**config.mk**
```make
export PLATFORM = sky130hd
export DESIGN_NAME = rarmt_cfg
export DESIGN_NICKNAME = d
export VERILOG_FILES = /design/src/rarmt_pkg.sv /design/src/rarmt_cfg.sv
export SDC_FILE = /design/constraint.sdc
export NUM_CORES = 1
export LEC_CHECK = 0
export BUFFER_PORTS_ARGS = -buffer_cell sky130_fd_sc_hd__clkbuf_2
export CAP_MARGIN = 20
export CORE_MARGIN = 4
export CORE_UTILIZATION = 33
export DETAILED_ROUTE_END_ITERATION = 10
export PLACE_DENSITY = 0.79
export SLEW_MARGIN = 20
export SYNTH_ARGS = -nofsm -noshare
export SYNTH_HDL_FRONTEND = slang
export SYNTH_SLANG_ARGS = --single-unit
```
**constraint.sdc**
```tcl
create_clock -name clk_i -period 0.9 [get_ports clk_i]
set_input_delay 0.045 -clock clk_i [delete_from_list [all_inputs] [get_ports clk_i]]
set_output_delay 0.045 -clock clk_i [all_outputs]
set_load 0.02 [all_outputs]
```
**src/rarmt_pkg.sv**
```systemverilog
// Shared types, constants and helpers of the range add / range max tree.
package rarmt_pkg;

  localparam int unsigned LEAVES      = 1024;
  localparam int unsigned NODES       = 4 * LEAVES;
  localparam int unsigned NODE_AW     = $clog2(NODES);
  localparam int unsigned IDX_W       = 11;
  localparam int unsigned STACK_DEPTH = 32;
  localparam int unsigned STACK_AW    = $clog2(STACK_DEPTH);
  localparam int unsigned SP_W        = STACK_AW + 1;

  localparam logic OP_ADD = 1'b0;
  localparam logic OP_MAX = 1'b1;

  localparam logic [IDX_W-1:0]  LEAVES_IDX = IDX_W'(LEAVES);
  localparam logic signed [63:0] MIN_VALUE = {1'b1, 63'd0};

  typedef struct packed {
    logic              op;
    logic [IDX_W-1:0]  range_low;
    logic [IDX_W-1:0]  range_high;
    logic signed [63:0] delta;
  } req_t;

  typedef struct packed {
    logic signed [63:0] max_value;
    logic              empty_range;
  } res_t;

  typedef struct packed {
    logic signed [63:0] pend;
    logic signed [63:0] maxv;
  } node_t;

  typedef struct packed {
    logic [NODE_AW-1:0] k;
    logic [IDX_W-1:0]   l;
    logic [IDX_W-1:0]   r;
    logic               combine;
  } frame_t;

  typedef struct packed {
    logic [IDX_W-1:0] n;
    logic             clear;
  } cfg_t;

  typedef enum logic [4:0] {
    S_CLEAR, S_IDLE, S_POP, S_RD_K, S_K, S_RD_LC, S_WR_LC, S_RD_RC, S_WR_RC,
    S_WR_K, S_PUSH_C, S_PUSH_R, S_PUSH_L, S_CMB_RD_L, S_CMB_RD_R, S_CMB_WR
  } state_e;

  function automatic logic signed [63:0] smax(logic signed [63:0] a,
                                              logic signed [63:0] b);
    smax = (a > b) ? a : b;
  endfunction

endpackage

```
**src/rarmt_cfg.sv**
```systemverilog
// APB register holding the element count; a write also requests a tree clear.
module rarmt_cfg (
  input  logic                  clk_i,
  input  logic                  rst_ni,
  input  logic                  psel,
  input  logic                  penable,
  input  logic                  pwrite,
  input  logic [2:0]            paddr,
  input  logic [31:0]           pwdata,
  output logic [31:0]           prdata,
  output logic                  pready,
  output rarmt_pkg::cfg_t       cfg_o
);
  import rarmt_pkg::*;

  logic [IDX_W-1:0] n_q, n_d;
  logic             wr;
  logic [IDX_W-1:0] v;

  assign pready = 1'b1;
  assign wr     = psel && penable && pwrite && (paddr[2] == 1'b0);
  assign v      = pwdata[IDX_W-1:0];

  always_comb begin
    n_d = n_q;
    if (wr) begin
      if (v == '0) begin
        n_d = IDX_W'(1);
      end else if (v > LEAVES_IDX) begin
        n_d = LEAVES_IDX;
      end else begin
        n_d = v;
      end
    end
  end

  always_ff @(posedge clk_i or negedge rst_ni) begin
    if (!rst_ni) begin
      n_q <= LEAVES_IDX;
    end else begin
      n_q <= n_d;
    end
  end

  assign prdata      = (paddr[2] == 1'b0) ? {{(32-IDX_W){1'b0}}, n_q} : 32'd0;
  assign cfg_o.n     = n_q;
  assign cfg_o.clear = wr;

endmodule

```
==> impl_metrics.yaml <==
critical_path:
  end_kind: "output port"
  cp-endpoint: "prdata[10]"
  cp.required_ns: 0.85
  crit_fanout: 2
  r2r_slack_ns: 0.06
  worst-setup-path-type: "flop to output port"
  rr_worst_depth: 3
  start_kind: "flop"
  timing.rr.start: "n_q[10]$_DFFE_PN1P_"
  rr_endpoint: "n_q[10]$_DFFE_PN1P_"
  crit_arrival_ns: 1.06
  crit_start: "n_q[10]$_DFFE_PN1P_"
pwr:
  peakVddDrop_v: 0.000770
  leakage_nw: 0.601
  internal_power_w: 0.00106
  p_sw_w: 0.000648
  powerDensity_nw_per_um2: 1600
  p_seq_share_pct: 36.7
  p_total_w: 0.00171
  combPwrFrac_pct: 43.7
  switching_share_pct: 37.9
  clockPowerShare_pct: 19.6
detailed_routing:
  routed_via_density: 4.43
  drtIter0Drc: 23
  drcViolationCount: 0
  drt-wirelength-per-cell_um: 11.9
  route.vias.total: 727
  ant_nets: 0
  dr.pass1.iters: 4
  wl_mm: 1.95
timing:
  fin_skew_ns: 0
  slew_violations: 0
  finalSetupViolCount: 15
  max_freq_ghz: 0.909
  finalHoldViolCount: 0
  hold_slack_ns: 0.00747
  rsz0062_at_grt: "yes"
  fin_crit_sh_pct: 122
  fin_ws_ns: -0.201
  fin_crit_ns: 1.10
cts:
  clockBufferDepth: 2
  cts_sinks: 11
  clock_latency_ns: 0.27
  root_buffer: "clkbuf_4"
  cts_made_buffers: 3
  htree_num_levels: 1
  cts.clk_slew.worst_paths_ns: 0.07
  cts_tree: "yes"
global_route:
  grt_pass1_vias: 603
  grt_usage_pct: 11.1
  grt_pass1_wl_mm: 2.70
  antenna_found_initial: 0
  overflow: 0
  grt_max_degree: 24
finish:
  nFillCells: 198
  instances_no_fill: 164
  area_growth_pct: 41.8
  largest_reg_flops: 11
  diodes: 0
  layout_common_cells: "conb_1, clkbuf_2, nand2_1, nor2b_1, dfrtp_1"
  regMostFlops: "n_q"
  layout-drive-gt1-share_pct: 42.6
  reg_top3: "n_q x11"
  final_common_cell: "conb_1"
  final_nets: 177
floorplan:
  dieArea_sq_um: 3120
  coreArea_sq_um: 2190
  fp.dieW_um: 55.8
  start_util_pct: 34.4
  io_pins: 85
  dieHeight_um: 55.8
  num_rows: 17
synth:
  ys_ff_latch: 11
  syn_area_per_cell_sq_um: 8.38
  synth-seq-area-share_pct: 36.7
  syn_area_sq_um: 754
  synth.distinct_cells: 16
  syn_inst: 90
  synth_warnings: 0
place:
  hpwlAfterDp_mm: 1.38
  placed_cells_incl_taps: 152
  pre_cts_ws_ns: -0.0217
  gp_congestion: 0.720
  numPortBuffers: 39
status:
  violations: "negative setup slack"
  status: "finished with violations"
hold_path:
  hp-start: "pwdata[5]"
  hold_path_class: "input pin to flop"
flow_run:
  cap_violations: 0
[power groups by stage]
| stage | registers, W | clock network, W | logic [W] |
|---|---|---|---|
| after global routing | 0.000636 | 0.000366 | 0.000796 |
| after global placement | 0.000629 | 0 | 0.000544 |
| final | 0.000628 | 0.000335 | 0.000747 |
| after CTS | 0.000620 | 0.000341 | 0.000675 |
| after detailed placement | 0.000638 | 0 | 0.000551 |
| after floorplan | 0.000720 | 0 | 0.000338 |
[kinds of logic after synthesis]
logic type	count (synthesis)	share of synthesized area, %
and+or+nand+nor	36	26.5
buffers and inverters	29	26.4
AOI/OAI and AO/OA	12	9.45
DFF	11	36.7
other	2	0.995
[stage by stage]
step / cell area (sq um) / utilization [%] / TNS (ns)
after detailed placement: 886 / 40.4 / -0.0217
after CTS: 1020 / 46.4 / -1.61
after global routing: 1070 / 48.8 / -2.26
final: 1070 / 48.8 / -1.64
after global placement: 886 / 40.4 / -0.0112
after floorplan: 832 / - / 0
[worst min-delay path by stage]
stage	to	slack, ns	cells after the start
finish	n_q[5]$_DFFE_PN0P_	0.007	3
global route	n_q[1]$_DFFE_PN0P_	0.02	3
detailed placement	n_q[8]$_DFFE_PN0P_	-0.07	1
CTS	n_q[5]$_DFFE_PN0P_	0.008	3
floorplan	n_q[0]$_DFFE_PN0P_	-0.25	0
global placement	n_q[8]$_DFFE_PN0P_	-0.07	1
[timing repair]
item | 4_1_cts | 5_1_grt
gates resized for setup | 13 | 26
hold buffers | 1 | 0
gates cloned | 0 | 1
hold endpoints to repair | 11 | 0
setup endpoints to repair | 13 | 19
setup buffers | 6 | 0
[cell usage after synthesis (all sizes together)]
library cell / count / area (sq um)
clkbuf: 1 / 3.75
inv: 2 / 7.51
conb: 2 / 7.51
o21ai: 10 / 50.0
nor2b: 11 / 68.8
buf: 26 / 188
nand4b: 1 / 23.8
nor4: 2 / 25.0
o31ai: 1 / 12.5
dfrtp: 10 / 250
nand2: 20 / 75.1
dfstp: 1 / 26.3
nor2: 2 / 7.51
a32oi: 1 / 8.76
[area by class of cell]
class	instances	area (sq um)	area share, %
multi-input cells	71	377	35.2
repair buffers	48	347	32.4
flip-flops and latches	11	277	25.8
well taps	28	35.0	3.27
clock buffers	3	22.5	2.11
inverters	2	7.51	0.702
clock inverters	1	5.00	0.468
[critical path, cell delays in order (launching register included)]
cell and delay [ns]:
dfstp_2 0.53, nor2b_4 0.14, buf_8 0.11
[per-layer routing]
metal | global-route usage [%] | part of all wire (%) | vias to the layer above
met4 | 5.42 | 3.5 | 0
met5 | 0 | 0 | -
li1 | - | - | 335
met1 | 11.0 | 31 | 325
met3 | 4.18 | 13 | 9
met2 | 20.1 | 52 | 58
Note: power is estimated with default switching activity, not from simulation.
